==> src/hdl/p2r_pkg.sv <==
// Shared types and constants for the pixel to RGBA8 expander.
`default_nettype none
package p2r_pkg;

   localparam int COMP_W   = 32;
   localparam int CNT_W    = 3;
   localparam int CSR_IDX_W = 1;
   localparam int PROD_W   = 32;
   localparam int RND_W    = 33;
   localparam int FIX_W    = 35;
   localparam int FRAC_W   = 26;
   localparam int SH_W     = 7;

   localparam logic [CSR_IDX_W-1:0] CSR_COMPONENT_COUNT  = 1'd0;
   localparam logic [CSR_IDX_W-1:0] CSR_FLOAT_COMPONENTS = 1'd1;

   localparam logic [CNT_W-1:0] CNT_RESET = 3'd4;
   localparam logic [7:0] EXP_ONE = 8'd127;
   localparam logic [7:0] EXP_MAX = 8'd255;
   localparam logic [7:0] EXP_BIAS_SH = 8'd126;
   localparam logic [7:0] SCALE_255 = 8'd255;
   localparam logic [7:0] OPAQUE = 8'hFF;

   typedef enum logic {
      KIND_CONST,
      KIND_CALC
   } kind_type;

   typedef enum logic [1:0] {
      MODE_GRAY,
      MODE_GRAY_ALPHA,
      MODE_RGB,
      MODE_RGBA
   } mode_type;

   typedef struct packed {
      logic en1;
      logic en2;
      logic en3;
   } lane_ctl_type;

   typedef struct packed {
      kind_type          kind;
      logic [7:0]        val;
      logic [PROD_W-1:0] prod;
      logic [7:0]        expo;
   } st1_type;

   typedef struct packed {
      kind_type         kind;
      logic [7:0]       val;
      logic [FIX_W-1:0] fix;
      logic [SH_W-1:0]  sh;
   } st2_type;

endpackage
`default_nettype wire

==> src/hdl/p2r_lane.sv <==
// One component lane: byte pass or float32 to 8-bit quantizer, three stages.
`default_nettype none
module p2r_lane (
   input  wire logic                       clock,
   input  wire logic                       float_mode,
   input  wire logic [p2r_pkg::COMP_W-1:0] comp,
   input  wire p2r_pkg::lane_ctl_type      ctl,
   output logic [7:0]                      value
);

   p2r_pkg::st1_type s1_ff, s1_in;
   p2r_pkg::st2_type s2_ff, s2_in;
   logic [7:0] value_ff, value_in;

   // stage 1: classify, mantissa times 255
   always_comb begin
      logic       sgn;
      logic [7:0] e;
      logic [22:0] man;
      sgn = comp[31];
      e   = comp[30:23];
      man = comp[22:0];
      s1_in.expo = e;
      s1_in.prod = {1'b1, man} * p2r_pkg::SCALE_255;
      s1_in.kind = p2r_pkg::KIND_CONST;
      s1_in.val  = 8'd0;
      if (!float_mode) begin
         s1_in.val = comp[7:0];
      end else if (sgn || e == 8'd0 || (e == p2r_pkg::EXP_MAX && man != 23'd0)) begin
         s1_in.val = 8'd0;
      end else if (e >= p2r_pkg::EXP_ONE) begin
         s1_in.val = p2r_pkg::OPAQUE;
      end else begin
         s1_in.kind = p2r_pkg::KIND_CALC;
      end
   end

   // stage 2: round product to 24 bits, fixed point with 26 fraction bits before shift
   always_comb begin
      logic                       up;
      logic [p2r_pkg::RND_W-1:0]  r;
      if (s1_ff.prod[31]) begin
         up = s1_ff.prod[7] & ((|s1_ff.prod[6:0]) | s1_ff.prod[8]);
         r  = (p2r_pkg::RND_W'(s1_ff.prod[31:8]) + p2r_pkg::RND_W'(up)) << 8;
      end else begin
         up = s1_ff.prod[6] & ((|s1_ff.prod[5:0]) | s1_ff.prod[7]);
         r  = (p2r_pkg::RND_W'(s1_ff.prod[30:7]) + p2r_pkg::RND_W'(up)) << 7;
      end
      s2_in.kind = s1_ff.kind;
      s2_in.val  = s1_ff.val;
      s2_in.fix  = {r, 2'b00};
      s2_in.sh   = p2r_pkg::SH_W'(p2r_pkg::EXP_BIAS_SH - s1_ff.expo);
   end

   // stage 3: align, add one half, round to single, truncate
   always_comb begin
      logic [p2r_pkg::FIX_W-1:0]  x;
      logic [p2r_pkg::FIX_W-1:0]  sum;
      logic [7:0]                 ipart;
      logic [p2r_pkg::FRAC_W-1:0] frac;
      logic [p2r_pkg::FRAC_W-1:0] mask;
      logic [4:0]                 lb;
      logic                       carry;
      if (s2_ff.sh >= p2r_pkg::SH_W'(p2r_pkg::FIX_W)) begin
         x = '0;
      end else begin
         x = s2_ff.fix >> s2_ff.sh;
      end
      sum   = x + (p2r_pkg::FIX_W'(1) << (p2r_pkg::FRAC_W - 1));
      ipart = sum[p2r_pkg::FRAC_W +: 8];
      frac  = sum[p2r_pkg::FRAC_W-1:0];
      lb    = 5'd1;
      for (int i = 0; i < 8; i++) begin
         if (ipart[i]) begin
            lb = 5'(i + 2);
         end
      end
      mask  = (p2r_pkg::FRAC_W'(1) << lb) - p2r_pkg::FRAC_W'(1);
      carry = &(frac | mask);
      if (s2_ff.kind == p2r_pkg::KIND_CALC) begin
         value_in = ipart + 8'(carry);
      end else begin
         value_in = s2_ff.val;
      end
   end

   always_ff @(posedge clock) begin
      if (ctl.en1) begin
         s1_ff <= s1_in;
      end
      if (ctl.en2) begin
         s2_ff <= s2_in;
      end
      if (ctl.en3) begin
         value_ff <= value_in;
      end
   end

   assign value = value_ff;

endmodule
`default_nettype wire

==> src/hdl/p2r_merge.sv <==
// Merge stage: maps lane values to RGBA by component count, output register.
`default_nettype none
module p2r_merge (
   input  wire logic                      clock,
   input  wire logic                      load,
   input  wire logic [p2r_pkg::CNT_W-1:0] comp_count,
   input  wire logic [7:0]                lane0,
   input  wire logic [7:0]                lane1,
   input  wire logic [7:0]                lane2,
   input  wire logic [7:0]                lane3,
   output logic [7:0]                     red,
   output logic [7:0]                     green,
   output logic [7:0]                     blue,
   output logic [7:0]                     alpha
);

   p2r_pkg::mode_type mode;
   logic [7:0] red_ff, green_ff, blue_ff, alpha_ff;
   logic [7:0] red_in, green_in, blue_in, alpha_in;

   always_comb begin
      unique case (comp_count)
         3'd0, 3'd1: mode = p2r_pkg::MODE_GRAY;
         3'd2:       mode = p2r_pkg::MODE_GRAY_ALPHA;
         3'd3:       mode = p2r_pkg::MODE_RGB;
         default:    mode = p2r_pkg::MODE_RGBA;
      endcase
   end

   always_comb begin
      unique case (mode)
         p2r_pkg::MODE_GRAY: begin
            red_in = lane0; green_in = lane0; blue_in = lane0; alpha_in = p2r_pkg::OPAQUE;
         end
         p2r_pkg::MODE_GRAY_ALPHA: begin
            red_in = lane0; green_in = lane0; blue_in = lane0; alpha_in = lane1;
         end
         p2r_pkg::MODE_RGB: begin
            red_in = lane0; green_in = lane1; blue_in = lane2; alpha_in = p2r_pkg::OPAQUE;
         end
         default: begin
            red_in = lane0; green_in = lane1; blue_in = lane2; alpha_in = lane3;
         end
      endcase
   end

   always_ff @(posedge clock) begin
      if (load) begin
         red_ff   <= red_in;
         green_ff <= green_in;
         blue_ff  <= blue_in;
         alpha_ff <= alpha_in;
      end
   end

   assign red   = red_ff;
   assign green = green_ff;
   assign blue  = blue_ff;
   assign alpha = alpha_ff;

endmodule
`default_nettype wire

==> src/hdl/pixel_to_rgba8_expander.sv <==
// Top level: one to four byte or float32 components in, one RGBA8 pixel out.
//
// req_ channel carries one pixel per item (req_comp0..3); rsp_ channel
// returns one RGBA8 item per input item, in order. Both channels use
// valid/stall; an item moves when valid is high and stall is low.
// csr_ writes component_count (index 0, values 0..7: 0 reads as 1, 5..7
// as 4) and float_components (index 1); write only while the block holds
// no items. rsp_valid follows the accepting edge through four registers:
// three lane stages - multiply by 255, round to single, align/add half/round
// - then the merge register. Throughput: one item per cycle while rsp_stall
// is low, set by the four lanes each taking one component per cycle.
// Each stage holds its item while the next is full and stalled, so bubbles
// are squeezed out and up to four items are in flight; req_stall rises only
// when every stage is full and rsp_stall is high.
// Reset empties the pipeline and sets four byte components.
`default_nettype none
module pixel_to_rgba8_expander (
   input  wire logic                          clock,
   input  wire logic                          reset,
   input  wire logic                          req_valid,
   output logic                               req_stall,
   input  wire logic [p2r_pkg::COMP_W-1:0]    req_comp0,
   input  wire logic [p2r_pkg::COMP_W-1:0]    req_comp1,
   input  wire logic [p2r_pkg::COMP_W-1:0]    req_comp2,
   input  wire logic [p2r_pkg::COMP_W-1:0]    req_comp3,
   output logic                               rsp_valid,
   input  wire logic                          rsp_stall,
   output logic [7:0]                         rsp_red,
   output logic [7:0]                         rsp_green,
   output logic [7:0]                         rsp_blue,
   output logic [7:0]                         rsp_alpha,
   input  wire logic                          csr_we,
   input  wire logic [p2r_pkg::CSR_IDX_W-1:0] csr_index,
   input  wire logic [p2r_pkg::CNT_W-1:0]     csr_wdata
);

   logic [p2r_pkg::CNT_W-1:0] cnt_ff;
   logic flt_ff;
   logic v1_ff, v2_ff, v3_ff, out_ff;
   logic v1_in, v2_in, v3_in, out_in;
   logic en1, en2, en3, en_out;
   p2r_pkg::lane_ctl_type ctl;
   logic [7:0] lane_val [4];

   assign en_out = !out_ff || !rsp_stall;
   assign en3    = !v3_ff || en_out;
   assign en2    = !v2_ff || en3;
   assign en1    = !v1_ff || en2;

   assign req_stall = !en1;
   assign rsp_valid = out_ff;

   assign v1_in  = en1 ? req_valid : v1_ff;
   assign v2_in  = en2 ? v1_ff : v2_ff;
   assign v3_in  = en3 ? v2_ff : v3_ff;
   assign out_in = en_out ? v3_ff : out_ff;

   assign ctl.en1 = en1;
   assign ctl.en2 = en2;
   assign ctl.en3 = en3;

   always_ff @(posedge clock) begin
      if (reset) begin
         cnt_ff <= p2r_pkg::CNT_RESET;
         flt_ff <= 1'b0;
         v1_ff  <= 1'b0;
         v2_ff  <= 1'b0;
         v3_ff  <= 1'b0;
         out_ff <= 1'b0;
      end else begin
         v1_ff  <= v1_in;
         v2_ff  <= v2_in;
         v3_ff  <= v3_in;
         out_ff <= out_in;
         if (csr_we) begin
            unique case (csr_index)
               p2r_pkg::CSR_COMPONENT_COUNT:  cnt_ff <= csr_wdata;
               p2r_pkg::CSR_FLOAT_COMPONENTS: flt_ff <= csr_wdata[0];
               default: ;
            endcase
         end
      end
   end

   p2r_lane u_lane0 (.clock(clock), .float_mode(flt_ff), .comp(req_comp0), .ctl(ctl),
                     .value(lane_val[0]));
   p2r_lane u_lane1 (.clock(clock), .float_mode(flt_ff), .comp(req_comp1), .ctl(ctl),
                     .value(lane_val[1]));
   p2r_lane u_lane2 (.clock(clock), .float_mode(flt_ff), .comp(req_comp2), .ctl(ctl),
                     .value(lane_val[2]));
   p2r_lane u_lane3 (.clock(clock), .float_mode(flt_ff), .comp(req_comp3), .ctl(ctl),
                     .value(lane_val[3]));

   p2r_merge u_merge (
      .clock      (clock),
      .load       (en_out),
      .comp_count (cnt_ff),
      .lane0      (lane_val[0]),
      .lane1      (lane_val[1]),
      .lane2      (lane_val[2]),
      .lane3      (lane_val[3]),
      .red        (rsp_red),
      .green      (rsp_green),
      .blue       (rsp_blue),
      .alpha      (rsp_alpha)
   );

   a_stall_full: assert property (@(posedge clock) disable iff (reset)
      req_stall |-> (v1_ff && v2_ff && v3_ff && out_ff))
      else $error("input stalled with an empty stage");

   a_stage3_to_out: assert property (@(posedge clock) disable iff (reset)
      (v3_ff && en3) |=> rsp_valid)
      else $error("item lost between last lane stage and output");

   a_stage2_hold: assert property (@(posedge clock) disable iff (reset)
      (v2_ff && !en2) |=> (v2_ff && v3_ff))
      else $error("held item dropped in stage two");

endmodule
`default_nettype wire

==> config.mk <==
export PLATFORM = sky130hd
export DESIGN_NAME = pixel_to_rgba8_expander
export DESIGN_NICKNAME = d
export VERILOG_FILES = /design/src/hdl/p2r_pkg.sv /design/src/hdl/p2r_lane.sv /design/src/hdl/p2r_merge.sv /design/src/hdl/pixel_to_rgba8_expander.sv
export SDC_FILE = /design/constraint.sdc
export NUM_CORES = 2
export LEC_CHECK = 0
export ABC_CLOCK_PERIOD_IN_PS = 7600
export BUFFER_PORTS_ARGS = -buffer_cell sky130_fd_sc_hd__buf_2
export CAP_MARGIN = 15
export CORE_ASPECT_RATIO = 1.25
export CORE_MARGIN = 5
export CORE_UTILIZATION = 55
export CTS_BUF_LIST = sky130_fd_sc_hd__clkbuf_8 sky130_fd_sc_hd__clkbuf_16
export DETAILED_ROUTE_END_ITERATION = 10
export GPL_TIMING_DRIVEN = 0
export MAX_ROUTING_LAYER = met4
export PLACE_DENSITY = 0.87
export SYNTH_ARGS = -nofsm -noshare
export SYNTH_HDL_FRONTEND = slang
export SYNTH_SLANG_ARGS = --single-unit
==> constraint.sdc <==
create_clock -name clock -period 7.6 [get_ports clock]
set_input_delay 1.52 -clock clock [delete_from_list [all_inputs] [get_ports clock]]
set_output_delay 1.52 -clock clock [all_outputs]
set_load 0.005 [all_outputs]
==> results.yml <==
placed_design:
  port_buffers: 169
  hpwl_um: 79820
  gp_congestion: 0.9579
sta:
  setup_viol: 0
  fmax_mhz: 152.2
  relSlewSlack_pct: 29.52
  holdWs_ns: 0.4162
  finalSetupTns_ns: 0
  rsz0062_at_grt: "no"
  min_period_ns: 6.572
  hold_viol: 0
  worst_pin_slew_ns: 1.057
  post-route-period-util_pct: 86.47
  slew_violations: 0
  finClkSkew_ns: 0.02653
die:
  die_h_um: 317.9
  num_rows: 113
  fp.dieW_um: 256.3
  pin_count: 171
  start_util_pct: 55.15
  coreArea_sq_um: 75640
  dieArea_sq_um: 81490
grt:
  grt_pass1_vias: 31250
  overflow: 0
  antenna_found_initial: 8
  grt_usage_pct: 24.28
  grt_max_degree: 58
  grt_pass1_wl_um: 157900
synthesis:
  synth_warnings: 0
  synthArstFlopShare_pct: 0
  synth.avg_cell_area_sq_um: 10.64
  synth_most_common_cell: "inv_1"
  ys_types: 89
  yosysTopAreaCell: "edfxtp_1"
  synth.cell_area_sq_um: 41720
  ys_seq_elements: 432
  syn_inst: 3919
  synth_flop_cell: "edfxtp_1"
  yosysSeqAreaShare_pct: 30.91
  synth_area_leaders: "edfxtp_1, fa_1, ha_1, inv_1, mux4_2"
  ys_top_cells_by_count: "inv_1, fa_1, edfxtp_1, nand2_1, ha_1"
  synth_top_area_share_pct: 30.52
  synth_edf_count: 424
power_and_ir_drop:
  p_leak_nw: 19.86
  ir_drop_mv: 0.3022
  power_density_nw_per_um2: 398.4
worst_setup_path:
  reg2reg_depth: 28
  end_kind: "register"
  crit_slowest_cell: "fa_1"
  slowest_delay_ns: 0.58
  cp_data_required_time_ns: 7.96
  worstSetupPathType: "in -> reg"
  worst_ep_arrival_time_ns: 6.93
  path_cells: "buf_2, fa_1, inv_1, fa_1, fa_1, fa_1, inv_1, ha_1, clkbuf_1, nand4_1, a211oi_1, o21ai_0, a311oi_1, a21oi_1, o311ai_0, a21oi_1, xnor2_1"
  path_buf_inv: 4
  r2r_start: "u_lane1.s2_ff[0]"
  critical_path.max_fanout: 7
  timing.critical_path.mode_cell: "fa_1"
  r2r-end: "u_lane1.value[7]"
  cp_top_family: "adder cells"
  worstSetupStartpointType: "input port"
  rrSetupSlack_ns: 1.47
cells_and_area:
  layout-drive-gt1-share_pct: 9.928
  fillers: 5808
  layout.nets: 4981
  syn_to_final_growth_pct: 9.037
clocking:
  clk_latency_ns: 0.59
  cts_buffer_depth: 3
  cts.sinks: 432
  clockRootBuffer: "clkbuf_16"
  cts-htree-levels: 2
  clk_pin_slew_ns: 0.07
  ctsHoldBuffers: 0
  cts_tree: "yes"
  cts_resized: 0
  cts_post_setup_buffers_inserted: 0
  numCtsBuffers: 46
route:
  drc: 0
  via_count: 29880
  wl_per_cell_um: 18.78
  initialDrtViolationCount: 2160
  drtPass1Iterations: 6
  ant_nets: 0
  drt_wl_total_um: 96930
  viasPerCell: 5.788
job:
  cap_violations: 0
run_status:
  outcome: "complete, no violations"
hold_path:
  hold_class: "reg -> reg"
  whs_path_depth: 0
  min_from: "u_lane3.s1_ff[41]"
  hold_path_end: "u_lane3.s2_ff[43]"
power breakdown:
part	total, W	leakage (nW)	switching (W)	internal, W
Clock	0.00223	0.746	0.000925	0.00131
Sequential	0.00469	4.59	0.000646	0.00404
Combinational	0.0112	14.5	0.00615	0.00504
Total	0.0181	19.9	0.00772	0.0104
cell families (layout without fill, tap and decap cells):
group	Yosys count	after routing	share of synthesized area [%]
multiplexers	227	227	7.804
AND/OR/NAND/NOR	1003	1003	11.78
flip-flops	432	432	30.91
buffers and inverters	713	971	6.542
other	1	9	0.008990
XOR/XNOR	251	251	5.306
AO/OA/AOI/OAI	594	594	9.019
adder cells (fa/ha/maj)	698	698	28.64
layout by cell type, fill, tap and decap left out, types with 50 or more instances in the layout:
cell	netlist	layout
fa_1	428	428
a21oi_1	178	178
clkbuf_1	61	61
xor2_1	74	74
ha_1	270	270
nor2_1	223	223
mux4_2	73	73
mux2i_1	107	107
nand2_1	282	280
buf_2	15	184
nand4_1	55	55
inv_1	612	620
nor3_1	58	58
nand3_1	130	129
xnor2_1	175	175
and3_1	50	50
o21ai_0	146	146
edfxtp_1	424	424
state kept, by name, summed over array words and instances (netlist names), 8 cells and up:
signal / flops
u_merge.alpha: 8
u_lane0.s1_ff: 48
u_lane1.s1_ff: 48
u_merge.red: 8
u_lane3.value: 8
u_lane1.s2_ff: 42
u_lane0.s2_ff: 42
u_lane0.value: 8
u_lane1.value: 8
u_merge.green: 8
u_lane2.value: 8
u_lane3.s1_ff: 48
u_lane2.s1_ff: 48
u_lane2.s2_ff: 42
u_merge.blue: 8
u_lane3.s2_ff: 42
area by class of cell:
cell class	count	area (sq um)	share of cell area [%]
Tap cell	977	1222	2.688
Multi-Input combinational cell	2777	26130	57.44
Sequential cell	432	12890	28.34
Buffer	96	412.9	0.9078
Inverter	617	2316	5.092
Timing Repair Buffer	176	1001	2.201
Clock inverter	36	349.1	0.7675
Clock buffer	46	1151	2.531
Antenna cell	5	12.51	0.02751
layer usage:
layer	wire [um]	track usage (%)
met1	36980	28.22
met2	49660	42.43
met3	5196	2.904
met4	5087	11.00
met5	0	-
how the worst max path moves through the flow:
stage / startpoint / to / slack [ns] / depth (start not counted)
after floorplan: rsp_stall / req_stall / 1.25 / 3
after global placement: rsp_stall / req_stall / 0.03 / 5
after detailed placement: req_comp0[4] / u_lane0.s1_ff[39] / 0.49 / 17
after CTS: req_comp0[4] / u_lane0.s1_ff[39] / 1.13 / 17
after global routing: req_comp0[4] / u_lane0.s1_ff[39] / 0.78 / 17
final: req_comp0[4] / u_lane0.s1_ff[39] / 1.03 / 17
stage by stage:
| step | cell area [sq um] | cells | power, W | utilization [%] | worst slack (ns) |
|---|---|---|---|---|---|
| finish | 45480 | 5162 | 0.01812 | 60.13 | 1.028 |
| global route | 45480 | 5160 | 0.01971 | 60.13 | 0.7843 |
| CTS | 45440 | 5156 | 0.01803 | 60.08 | 1.126 |
| detailed placement | 43940 | 5074 | 0.01568 | 58.10 | 0.4938 |
| global placement | 43800 | 5068 | 0.01517 | 57.90 | 0.03094 |
| floorplan | 41730 | 3922 | 0.01329 | - | 1.246 |
worst register-to-register path, delay by kind of cell (launching register included):
kind / cells / cell delay [ns]
and+or+nand+nor: 12 / 2.29
AOI/OAI and AO/OA: 6 / 1.34
buffers and inverters: 4 / 0.71
adders and majority gates: 3 / 0.60
muxes: 1 / 0.38
DFF: 1 / 0.33
xor gates and xnor gates: 2 / 0.24
Power figures use the tool's default switching activity.
